[src/rtl/ppbc_pkg.sv]
// shared types, constants and a saturating helper function for the pid pitch balance controller
// used by the core, register file, sequencer and datapath modules; no dependencies
`default_nettype none
package ppbc_pkg;

  localparam int unsigned TERM_W = 21;
  localparam int unsigned PROD_W = 58;
  localparam int unsigned CFG_IDX_W = 3;
  localparam int unsigned CFG_DATA_W = 32;

  localparam logic signed [TERM_W-1:0] TERM_MAX = 21'sd1048575;
  localparam logic signed [TERM_W-1:0] TERM_MIN = -21'sd1048576;

  typedef enum logic [CFG_IDX_W-1:0] {
    REG_TARGET_PITCH   = 3'd0,
    REG_PROP_GAIN      = 3'd1,
    REG_INTEG_GAIN     = 3'd2,
    REG_DERIV_GAIN     = 3'd3,
    REG_MAX_COMMAND    = 3'd4,
    REG_INTEGRAL_LIMIT = 3'd5,
    REG_INVERT_OUTPUT  = 3'd6
  } cfg_reg_t;

  typedef struct packed {
    logic [15:0] target_pitch;
    logic [23:0] proportional_gain;
    logic [23:0] integral_gain;
    logic [23:0] derivative_gain;
    logic [14:0] max_command;
    logic [30:0] integral_limit;
    logic        invert_output;
  } cfg_t;

  typedef enum logic [2:0] {
    ST_IDLE,
    ST_MUL_ET,
    ST_MUL_P,
    ST_MUL_D,
    ST_MUL_IC,
    ST_MUL_IO,
    ST_COMMIT,
    ST_OUT
  } state_t;

  typedef enum logic [2:0] {
    MUL_ERR_TIME,
    MUL_PROP,
    MUL_DERIV,
    MUL_INT_CAND,
    MUL_INT_OLD
  } mul_sel_t;

  typedef struct packed {
    logic     capture;
    mul_sel_t mul_sel;
    logic     ld_cand;
    logic     ld_p;
    logic     ld_d;
    logic     ld_icand;
    logic     ld_iold;
    logic     commit;
    logic     ld_out;
  } cmd_t;

  typedef struct packed {
    logic out_free;
  } status_t;

  function automatic logic signed [TERM_W-1:0] sat_term(input logic signed [PROD_W-1:0] x);
    logic signed [PROD_W-1:0] hi;
    logic signed [PROD_W-1:0] lo;
    hi = PROD_W'(TERM_MAX);
    lo = PROD_W'(TERM_MIN);
    if (x > hi) begin
      return TERM_MAX;
    end else if (x < lo) begin
      return TERM_MIN;
    end
    return x[TERM_W-1:0];
  endfunction

endpackage
`default_nettype wire

[src/rtl/ppbc_cfg_regs.sv]
// configuration register file for the pid pitch balance controller
// depends on ppbc_pkg for the register index codes and cfg_t
`default_nettype none
module ppbc_cfg_regs import ppbc_pkg::*; (
  input  wire logic                  clk,
  input  wire logic                  rst_n,
  input  wire logic                  wr_en,
  input  wire logic [CFG_IDX_W-1:0]  wr_index,
  input  wire logic [CFG_DATA_W-1:0] wr_data,
  output cfg_t                       cfg
);

  cfg_t cfg_r;
  cfg_t cfg_nxt;

  always_comb begin
    cfg_nxt = cfg_r;
    if (wr_en) begin
      unique case (wr_index)
        REG_TARGET_PITCH:   cfg_nxt.target_pitch      = wr_data[15:0];
        REG_PROP_GAIN:      cfg_nxt.proportional_gain = wr_data[23:0];
        REG_INTEG_GAIN:     cfg_nxt.integral_gain     = wr_data[23:0];
        REG_DERIV_GAIN:     cfg_nxt.derivative_gain   = wr_data[23:0];
        REG_MAX_COMMAND:    cfg_nxt.max_command       = wr_data[14:0];
        REG_INTEGRAL_LIMIT: cfg_nxt.integral_limit    = wr_data[30:0];
        REG_INVERT_OUTPUT:  cfg_nxt.invert_output     = wr_data[0];
        default: ;
      endcase
    end
  end

  always_ff @(posedge clk) begin
    if (!rst_n) begin
      cfg_r.target_pitch      <= '0;
      cfg_r.proportional_gain <= '0;
      cfg_r.integral_gain     <= '0;
      cfg_r.derivative_gain   <= '0;
      cfg_r.max_command       <= '1;
      cfg_r.integral_limit    <= '1;
      cfg_r.invert_output     <= 1'b0;
    end else begin
      cfg_r <= cfg_nxt;
    end
  end

  assign cfg = cfg_r;

endmodule
`default_nettype wire

[config.mk]
export PLATFORM = sky130hd
export DESIGN_NAME = ppbc_cfg_regs
export DESIGN_NICKNAME = d
export VERILOG_FILES = /design/src/rtl/ppbc_pkg.sv /design/src/rtl/ppbc_cfg_regs.sv
export SDC_FILE = /design/constraint.sdc
export NUM_CORES = 1
export LEC_CHECK = 0
export BUFFER_PORTS_ARGS = -buffer_cell sky130_fd_sc_hd__buf_2
export CORE_AREA = 2 2 104 106
export DETAILED_ROUTE_END_ITERATION = 10
export DIE_AREA = 0 0 106 108
export GPL_ROUTABILITY_DRIVEN = 1
export HOLD_SLACK_MARGIN = 0.15
export PLACE_DENSITY_LB_ADDON = 0.25
export SYNTH_ARGS = -nofsm -noshare
export SYNTH_HDL_FRONTEND = slang
export SYNTH_SLANG_ARGS = --single-unit
[constraint.sdc]
create_clock -name clk -period 1.9 [get_ports clk]
set_input_delay 0.19 -clock clk [delete_from_list [all_inputs] [get_ports clk]]
set_output_delay 0.19 -clock clk [all_outputs]
set_load 0.05 [all_outputs]
== After elaboration in Yosys (flattened, before gate mapping) ==
Cells that the tools add are included.
Operators by class
  equal/unequal tests: 6
  reduce and logical (&&, ||, !) cells: 8
Operator list (count)
  2-bit AND reduction: 7
  3-bit equality test, second input constant: 3
  3-bit by 2-bit equality test with 1-bit output, second input constant: 2
  3-bit by 1-bit equality test with 1-bit output, second input constant: 1
  3-bit zero test: 1
Storage, ports and cells
  register bits after elaboration: 135
  bits of input ports: 38
  logic and storage cells: 21

== Longest topological paths before layout ==
  word-level depth: 2
  mapped depth: 5
  gate-level depth less buffers: 2

== Worst setup path after synthesis ==
No wires, ideal clock.
  path kind: in2reg
  start point: input wr_index[0]
  end point: register cfg_r, in the netlist cfg[119]
  library setup time: 0.122 ns
  arrival: 1.123 ns
  setup slack: 0.656 ns
  cell stages on the path: 4
  buffers on the path: 2
  cell sequence: or4b_1 buf_6 buf_6 mux2i_1
Between the ends
  longest elaborated chain between the ends: 2
RTL lines
  start: declaration: line ppbc_cfg_regs.sv:8  | input wire logic [CFG_IDX_W-1:0] wr_index,
  3-bit zero test: line ppbc_cfg_regs.sv:19  | unique case (wr_index)
  2-bit AND reduction (no source line)
  end signal: assignment: line ppbc_cfg_regs.sv:42  | cfg_r <= cfg_nxt;
  end: declaration: line ppbc_cfg_regs.sv:13  | cfg_t cfg_r;
No other way between the ends.
A chain may end at the register's enable or synchronous reset.

== Worst setup path in the final report ==
Ends and elaborated chain as after synthesis.

==> run summary <==
CTS clk-pin slew, worst paths - 0.06 ns
GRT Overall Usage - 23.6%
initial antenna violation count - 0
final hold vios - 0
largest net degree at the start of global routing - 49
area grow syn2layout - 37.6%
CTS tree - built
layout cells sized above 1 - 30.3%
Cell Area, Synth - 5220 um^2
pre-CTS setup slack - 0.486 ns
Overall Power - 6.68 mW
clock network latency to the later pin of the worst-skew pair - 0.51 ns
Syn Area/Cell - 10.3 um^2
core area - 10200 um^2
number of H-tree levels - 4
dpl cell area - 6260 um^2
Mapped Cells - 505
Worst-Margin Slew - 0.464 ns
Post-Route Utilization - 70.2%
Die Y - 108 um
final-layout fill cell count - 755
number of global-route vias before repair - 4085
Vias - 4219
cell area power density - 929 nW/um^2
WP data arrival - 1.86 ns
DRT iter0 DRCs - 197
Final min period - 1.46 ns
Ports - 173
Vias/cell - 4.92
Crit Path Class - input pin to register
Synth area leader - dfxtp_1
Clock Sink Count - 135
EDFF count, synth - 0
Post-DRT Antenna Nets - 0
Max rail drop VDD - 508 uV
Setup WS post-layout - 0.440 ns
GP Congestion - 0.848
Post-synth ARST share - 0%
Worst Path Buf+Inv - 3
# resized after CTS - 0
GR Overflow Total - 0
Final Cell Area - 7180 um^2
Startpoint Class - input pin
Routed WL - 13500 um
Bufs on Longest Clock Path - 2
CP max-delay cell - dlygate4sd3_1
#FFs+latches synth - 135
unrepaired setup endpoints after global routing - false
Crit path max-delay family - buffers and inverters
CP required - 2.30 ns
total die area - 11400 um^2
maxcap violations - 0
number of flip-flops in the largest register - 135
CTS Root Cell - clkbuf_8
Yosys Warn Count - 0
Die Width - 106 um
n_diodes - 0
setup TNS - 0 ns
routed len/inst - 15.7 um
FP Rows - 37
critical path peak fanout - 16
Tightest Hold Check Type - register to register
crit-path cells - dlygate4sd3_1 > buf_2 > or4b_1 > buf_4 > mux2i_1
Starting Density - 51.0%
status - completed
critical path's largest stage delay - 0.56 ns
top cells by count, synth - dfxtp_1, mux2i_1, nand2_1
post-synthesis sequential area ratio - 51.8%
ys flop type - dfxtp_1
detailed placement HPWL - 8860 um
top area cells in the synthesized netlist - dfxtp_1, mux2i_1, nor2b_1, nand2_1, buf_2
leak pwr - 3.48 nW
first-pass GRT wire length - 20900 um
Inserted Clock Buffers - 17
FF-to-FF setup slack - 1.17 ns
Slew headroom - 69.1%
Slew Limit Fails - 0
endpoint type of the worst setup path - register
# setup viols final - 0
synth unique cells - 14
period utilization - 76.9%
DRC viols - 0
TritonRoute pass-1 iters - 5
f_max - 685 MHz
nets - 747
Yosys top cell area share - 51.8%
Port Buf Inserts - 171
syn nets - 543
clk_skew - 0 ns
## power by group
part	internal [mW]	switching [mW]	leakage (nW)
clock	1.84	1.21	0.267
sequential	2.90	0.0320	1.09
combinational	0.245	0.457	2.12
total	4.98	1.70	3.48
## layout make-up
cell class | count | area (um^2) | area share [%]
Timing Repair Buffer | 222 | 1380 | 19.2
Clock buffer | 22 | 463 | 6.44
Clock inverter | 10 | 97.6 | 1.36
Tap cell | 136 | 170 | 2.37
Multi-Input combinational cell | 333 | 2370 | 33.0
Sequential cell | 135 | 2700 | 37.6
## layout by cell type (no fill, tap or decap), drive strengths merged, types with 2 or more instances in the layout
master / n
buf: 186
mux2i: 135
dfxtp: 135
nand2: 113
nor2b: 77
dlygate4sd3: 36
clkbuf: 22
clkinv: 6
nand4b: 3
clkinvlp: 3
nor4bb: 2
## layer usage
metal  up-vias  GRT usage, %  part of all wire, %
li1       2075             -                    -
met1      1988          30.9                   45
met2       135          36.9                   47
met3        21          7.11                  6.4
met4         0          9.40                  1.6
met5         -             0                    0
## worst min-delay path: stages, from the launching register on
cell     delay [ns]
dfxtp_1        0.31
nand2_1        0.05
mux2i_1        0.05
## cell families after synthesis
kind of cell	Yosys count	share of synthesized area (%)
buffers and inverters	37	3.52
DFF	135	51.8
muxes	135	25.9
and+or+nand+nor	198	18.8
## per-stage QoR
step	hold WS [ns]	instances
after floorplan	0.356	505
after global placement	0.441	790
after detailed placement	0.445	790
after CTS	0.457	858
after global routing	0.472	858
final	0.453	858
## what timing repair did
| action | CTS | global route |
|---|---|---|
| endpoints found under the hold margin | 135 | 0 |
| hold buffers | 36 | 0 |
| setup buffers | 0 | 0 |
## final timing paths
path / from / endpoint / depth (start not counted)
max: wr_index[0] / cfg[119]$_SDFFE_PN0P_ / 5
min: cfg[95]$_SDFFE_PN0P_ / cfg[95]$_SDFFE_PN0P_ / 2
max reg2reg: cfg[39]$_SDFFE_PN1P_ / cfg[39]$_SDFFE_PN1P_ / 2
min reg2reg: cfg[95]$_SDFFE_PN0P_ / cfg[95]$_SDFFE_PN0P_ / 2
(Power assumes the default switching activity.)
