==> config.mk <==
export PLATFORM = sky130hd
export DESIGN_NAME = ppbc_ctrl
export DESIGN_NICKNAME = d
export VERILOG_FILES = /design/src/rtl/ppbc_pkg.sv /design/src/rtl/ppbc_ctrl.sv
export SDC_FILE = /design/constraint.sdc
export NUM_CORES = 1
export LEC_CHECK = 0
export BUFFER_PORTS_ARGS = -buffer_cell sky130_fd_sc_hd__buf_2
export CELL_PAD_IN_SITES_DETAIL_PLACEMENT = 1
export CELL_PAD_IN_SITES_GLOBAL_PLACEMENT = 1
export CORE_AREA = 2 2 39 41
export DETAILED_ROUTE_END_ITERATION = 12
export DIE_AREA = 0 0 41 43
export GPL_TIMING_DRIVEN = 0
export PLACE_DENSITY = 0.62
export SYNTH_ARGS = -nofsm -noshare
export SYNTH_HDL_FRONTEND = slang
export SYNTH_SLANG_ARGS = --single-unit
export TNS_END_PERCENT = 10
==> constraint.sdc <==
create_clock -name clk -period 1.6 [get_ports clk]
set_input_delay 0.16 -clock clk [delete_from_list [all_inputs] [get_ports clk]]
set_output_delay 0.16 -clock clk [all_outputs]
set_load 0.05 [all_outputs]
==> src/rtl/ppbc_pkg.sv <==
// shared types, constants and a saturating helper function for the pid pitch balance controller
// used by the core, register file, sequencer and datapath modules; no dependencies
`default_nettype none
package ppbc_pkg;

  localparam int unsigned TERM_W = 21;
  localparam int unsigned PROD_W = 58;
  localparam int unsigned CFG_IDX_W = 3;
  localparam int unsigned CFG_DATA_W = 32;

  localparam logic signed [TERM_W-1:0] TERM_MAX = 21'sd1048575;
  localparam logic signed [TERM_W-1:0] TERM_MIN = -21'sd1048576;

  typedef enum logic [CFG_IDX_W-1:0] {
    REG_TARGET_PITCH   = 3'd0,
    REG_PROP_GAIN      = 3'd1,
    REG_INTEG_GAIN     = 3'd2,
    REG_DERIV_GAIN     = 3'd3,
    REG_MAX_COMMAND    = 3'd4,
    REG_INTEGRAL_LIMIT = 3'd5,
    REG_INVERT_OUTPUT  = 3'd6
  } cfg_reg_t;

  typedef struct packed {
    logic [15:0] target_pitch;
    logic [23:0] proportional_gain;
    logic [23:0] integral_gain;
    logic [23:0] derivative_gain;
    logic [14:0] max_command;
    logic [30:0] integral_limit;
    logic        invert_output;
  } cfg_t;

  typedef enum logic [2:0] {
    ST_IDLE,
    ST_MUL_ET,
    ST_MUL_P,
    ST_MUL_D,
    ST_MUL_IC,
    ST_MUL_IO,
    ST_COMMIT,
    ST_OUT
  } state_t;

  typedef enum logic [2:0] {
    MUL_ERR_TIME,
    MUL_PROP,
    MUL_DERIV,
    MUL_INT_CAND,
    MUL_INT_OLD
  } mul_sel_t;

  typedef struct packed {
    logic     capture;
    mul_sel_t mul_sel;
    logic     ld_cand;
    logic     ld_p;
    logic     ld_d;
    logic     ld_icand;
    logic     ld_iold;
    logic     commit;
    logic     ld_out;
  } cmd_t;

  typedef struct packed {
    logic out_free;
  } status_t;

  function automatic logic signed [TERM_W-1:0] sat_term(input logic signed [PROD_W-1:0] x);
    logic signed [PROD_W-1:0] hi;
    logic signed [PROD_W-1:0] lo;
    hi = PROD_W'(TERM_MAX);
    lo = PROD_W'(TERM_MIN);
    if (x > hi) begin
      return TERM_MAX;
    end else if (x < lo) begin
      return TERM_MIN;
    end
    return x[TERM_W-1:0];
  endfunction

endpackage
`default_nettype wire

==> src/rtl/ppbc_ctrl.sv <==
// sequencer for the pid pitch balance controller: steps the shared multiplier
// depends on ppbc_pkg for state_t, cmd_t and status_t
`default_nettype none
module ppbc_ctrl import ppbc_pkg::*; (
  input  wire logic    clk,
  input  wire logic    rst_n,
  input  wire logic    in_valid,
  input  wire logic    in_attitude_valid,
  output logic         in_stall,
  input  wire status_t status,
  output cmd_t         cmd
);

  state_t state_r;
  state_t state_nxt;

  always_comb begin
    state_nxt = state_r;
    unique case (state_r)
      ST_IDLE: begin
        if (in_valid) begin
          state_nxt = in_attitude_valid ? ST_MUL_ET : ST_OUT;
        end
      end
      ST_MUL_ET: state_nxt = ST_MUL_P;
      ST_MUL_P:  state_nxt = ST_MUL_D;
      ST_MUL_D:  state_nxt = ST_MUL_IC;
      ST_MUL_IC: state_nxt = ST_MUL_IO;
      ST_MUL_IO: state_nxt = ST_COMMIT;
      ST_COMMIT: state_nxt = ST_OUT;
      ST_OUT: begin
        if (status.out_free) begin
          state_nxt = ST_IDLE;
        end
      end
      default: state_nxt = ST_IDLE;
    endcase
  end

  always_comb begin
    cmd = '0;
    cmd.mul_sel = MUL_ERR_TIME;
    in_stall = 1'b1;
    unique case (state_r)
      ST_IDLE: begin
        in_stall    = 1'b0;
        cmd.capture = in_valid;
      end
      ST_MUL_ET: cmd.mul_sel = MUL_ERR_TIME;
      ST_MUL_P: begin
        cmd.mul_sel = MUL_PROP;
        cmd.ld_cand = 1'b1;
      end
      ST_MUL_D: begin
        cmd.mul_sel = MUL_DERIV;
        cmd.ld_p    = 1'b1;
      end
      ST_MUL_IC: begin
        cmd.mul_sel = MUL_INT_CAND;
        cmd.ld_d    = 1'b1;
      end
      ST_MUL_IO: begin
        cmd.mul_sel  = MUL_INT_OLD;
        cmd.ld_icand = 1'b1;
      end
      ST_COMMIT: begin
        cmd.ld_iold = 1'b1;
        cmd.commit  = 1'b1;
      end
      ST_OUT: cmd.ld_out = status.out_free;
      default: ;
    endcase
  end

  always_ff @(posedge clk) begin
    if (!rst_n) begin
      state_r <= ST_IDLE;
    end else begin
      state_r <= state_nxt;
    end
  end

endmodule
`default_nettype wire

# [Word-level counts from Yosys, hierarchy flattened]
# Index checks and enable logic that the tools add are counted.
[classes] eq_ne=9 muxes=13 n_reduce_logical=2
[op_table] op="case mux 3 bit (8 select lines)" count=1
[op_table] op="== test 3 bit (second input constant)" count=4
[op_table] op="case mux 3 bit (4 select lines)" count=1
[op_table] op="two-way mux 3 bit" count=3
[op_table] op="two-way mux 1 bit" count=7
[op_table] op="== test 3 x 2 -> 1 bit (second input constant)" count=2
[op_table] op="inequality test 2 bit (second input constant)" count=2
[op_table] op="== test 3 x 1 -> 1 bit (second input constant)" count=1
[op_table] op="logical NOT 3 bit" count=1
[op_table] op="two-way mux 2 bit" count=1
[op_table] op="AND reduction 2 bit" count=1
[word_totals] reg_bits=3 in_bits=5 out_inout_bits=12 elab_cells=25

# [Logic depth before layout (Yosys ltp)]
[logic_depth] word_depth=3 mapped_depth=4

# [Worst setup path after synthesis]
# Ideal clock, no wire load.
[synth_timing] path_kind="register -> output" start="register state_r[2]" end="output cmd[7] (netlist bit)" arrival_ns=1.695 required_ns=1.440 path_slack_ns=-0.255 stages_incl_launch_ff=4 n_path_buf=1 cell_sequence="dfxtp_1 > buf_6 > nand2b_1 > o21ai_0"
[synth_lines] element="from (decl)" line="ppbc_ctrl.sv:14" rtl="state_t state_r;"
[synth_lines] element="from (signal assigned)" line="ppbc_ctrl.sv:79" rtl="state_r <= state_nxt;"
[synth_lines] element="to (decl)" line="ppbc_ctrl.sv:11" rtl="output cmd_t cmd"

==> metrics.md <==
| Metric | Value |
|---|---|
| Mux share of post-synthesis cell area | 0 |
| Max FFs per register | 3 |
| Boundary pin count | 17 |
| Slowest cell on the critical path | or3_4 |
| Final wirelength | about 700 um |
| Clock period minus worst slack | between 1500 and 2000 ps |
| CTS tree | done |
| Hold Vio Cnt, Final | 0 |
| DRC violations left | 0 |
| RSZ-0062 raised after global routing | false |
| Synth Area in Simple Gates | 0.356 |
| Congestion Overflow GR | 0 |
| PortBufs | 16 |
| Syn Area/Cell | 6.75 um2 |
| Post-Synth Adder-Cell Area | 0 |
| Critical Path RT | 1440 ps |
| Hold Path Class | input port to flip-flop |
| DP HPWL | between 500 and 600 um |
| FFs w/ async S/R, synth | 0 |
| Most common cell in the synthesized netlist | nor2_1 |
| First-pass detailed-route iteration total | 2 |
| Die X | 41 um |
| Status | completed |
| Largest net degree at the start of global routing | 11 |
| Post-synth net total | 43 |
| Total number of vias | 316 |
| Largest stage delay, worst path | 380 ps |
| Finish-stage setup viols | 0 |
| Worst Setup SP | state_r[0]$_SDFFE_PN0P_ |
| Synth cell types | 18 |
| CP cell instances | buf_6, or3_4, nor2_1, clkbuf_4 |
| Via density | 4.27 |
| Core Area | 0.00138 mm2 |
| Power per cell area | 1300 mW/mm2 |
| Share of cells above drive strength 1 | 0.431 |
| Post-Place Cells | 70 |
| Final period util | 0.942 |
| Number of nets with antenna violations after routing | 0 |
| CP Class | flip-flop to output pin |
| Die Y | 43 um |
| Synthesized area | 256 um2 |
| Initial antenna violation count | 0 |
| NumNets Final | 64 |
| Top-area cell type share of the netlist area | 0.234 |
| Max-capacitance violation count | 0 |
| Largest cells by area after synthesis | dfxtp_1, o21ai_0, buf_6 |
| WP buf/inv | 2 |
| CTS H-Tree Depth | 1 |
| Max clock buf depth | 2 |
| Post-synthesis compound-gate area fraction | 0.200 |
| Num rows | 14 |
| Largest regs | state_r x3 |
| Synth Register Bits | 3 |
| Post-synth top cells | nor2_1, nand2_1, o21ai_0, dfxtp_1, inv_1 |
| Largest Register | state_r |
| Fin cells | 74 |
| Final Max Slew Viols | 0 |
| Slew @ Worst Pin | 251 ps |
| Post-synth EDFFs | 0 |
| Largest family of logic cells by synthesized area | simple AND/OR/NAND/NOR gates |
| ANT cells | 0 |
| Starting density of the core | 0.185 |
| Clock root cell | clkbuf_4 |
| Core Util, Final | 0.282 |
| Xor/xnor cell area share of the yosys netlist | 0 |
| Peak supply drop | 0.000329 V |
| Gpl congestion | 0.730 |
| Worst-Skew Late Latency | roughly 240 ps |
| Yosys warns | 0 |
| Number of CTS-inserted buffers | 3 |
| Die area | 0.00176 mm2 |
| First-pass GRT wire length | 1.03 mm |
| Crit. End Element | output pin |
| R2R Path Start | state_r[2]$_SDFFE_PN0P_ |
| Critical path's top delay family | simple AND/OR/NAND/NOR gates |
| Vias in the first global route | 243 |
| Area Growth Syn to Fin | 52.2% |
| Initial drt markers | 5 |
| Layout filler cell count | 183 |
| Post-Synthesis Cells | 38 |
| Critical Path AT | 1350 ps |
| Layout Skew | 2.92 ps |
| GRT Overall Usage | 0.0953 |
| Main synth FF type | dfxtp_1 |
| CP Launch Type | flip-flop |
| Sequential share of the synthesized area | 0.234 |
| Lkg Pwr | 0.214 nW |
| Clock slew seen by the registers of the worst setup and hold paths | 40 ps |
| Peak Freq | 0.664 GHz |
| Crit Path Max Fanout | 9 |
| Clock sink total | 3 |
| Rel. slew slack | 0.834 |
| Worst Hold Launch | rst_n |
| Post-DR wirelength/cell | 9.43 um |
| Yosys top cell by area | dfxtp_1 |
-- cell usage in the layout, fill, tap and decap left out --
| cell type | netlist | layout |
|---|---|---|
| buf_2 | 1 | 14 |
| nor2_1 | 6 | 6 |
| nand2_1 | 5 | 5 |
| o21ai_0 | 5 | 5 |
| clkbuf_4 | 0 | 5 |
| inv_1 | 3 | 3 |
| buf_4 | 2 | 3 |
| dfxtp_1 | 3 | 3 |
| buf_6 | 2 | 2 |
| nor2b_1 | 2 | 2 |
| and3_1 | 1 | 1 |
| nand2b_1 | 1 | 1 |
| or3_4 | 1 | 1 |
| or3_1 | 1 | 1 |
| a21oi_1 | 1 | 1 |
| nor3b_1 | 1 | 1 |
| o31ai_1 | 1 | 1 |
| a31oi_1 | 1 | 1 |
| a21boi_0 | 1 | 1 |
| clkbuf_1 | 0 | 1 |
-- worst reg2reg max path: cells and delay by family (launching register included) --
family	cells	cell delay, ps
flops	1	300
compound gates	1	150
simple gates	1	360
buf+inv	1	130
-- per-stage QoR --
| step | total power, mW | cell area (um2) | hold WS (ps) | setup TNS [ps] | setup slack [ps] |
|---|---|---|---|---|---|
| after floorplan | 0.314 | 256 | 289 | -693 | -255 |
| after global placement | 0.369 | 357 | 429 | 0 | 310 |
| after detailed placement | 0.370 | 357 | 429 | 0 | 306 |
| after CTS | 0.511 | 383 | 182 | 0 | 50.9 |
| after global routing | 0.546 | 390 | 185 | 0 | 8.90 |
| final | 0.508 | 390 | 185 | 0 | 93.4 |
-- final timing paths --
path | endpoint | slack (ps) | cells after the start
min reg2reg | state_r[2]$_SDFFE_PN0P_ | 550 | 2
min | state_r[2]$_SDFFE_PN0P_ | 180 | 3
max reg2reg | state_r[1]$_SDFFE_PN0P_ | 600 | 3
max | cmd[10] | 90 | 4
-- kinds of logic (layout without fill, tap and decap cells) --
logic type | after synthesis | after routing
AO/OA/AOI/OAI | 9 | 9
buffers and inverters | 8 | 28
flip-flops | 3 | 3
AND/OR/NAND/NOR | 18 | 18
-- layer usage --
metal | track usage | share of wire
met1 | 0.109 | 0.44
met2 | 0.116 | 0.44
met3 | 0.0628 | 0.096
met4 | 0.0800 | 0.024
met5 | 0 | 0
-- report_power, final --
group / internal [mW] / switching (mW) / total, mW
registers: 0.0865 / 0.00371 / 0.0902
logic: 0.0840 / 0.199 / 0.283
clock network: 0.0936 / 0.0414 / 0.135
-- repair_timing --
item / 4_1_cts / 5_1_grt
endpoints found under the setup margin: 0 / 3
resized for setup: 0 / 4
buffers inserted: 0 / 0
hold buffers: 0 / 0
-- final cells by class --
type	count	area, um2	share of cell area
multi-input combinational	27	143	0.365
timing repair buffer	16	87.6	0.224
sequential	3	60.1	0.154
buffer	5	42.5	0.109
clock buffer	4	26.3	0.0673
tap	16	20.0	0.0513
inverter	3	11.3	0.0288
Power figures use the tool's default switching activity.
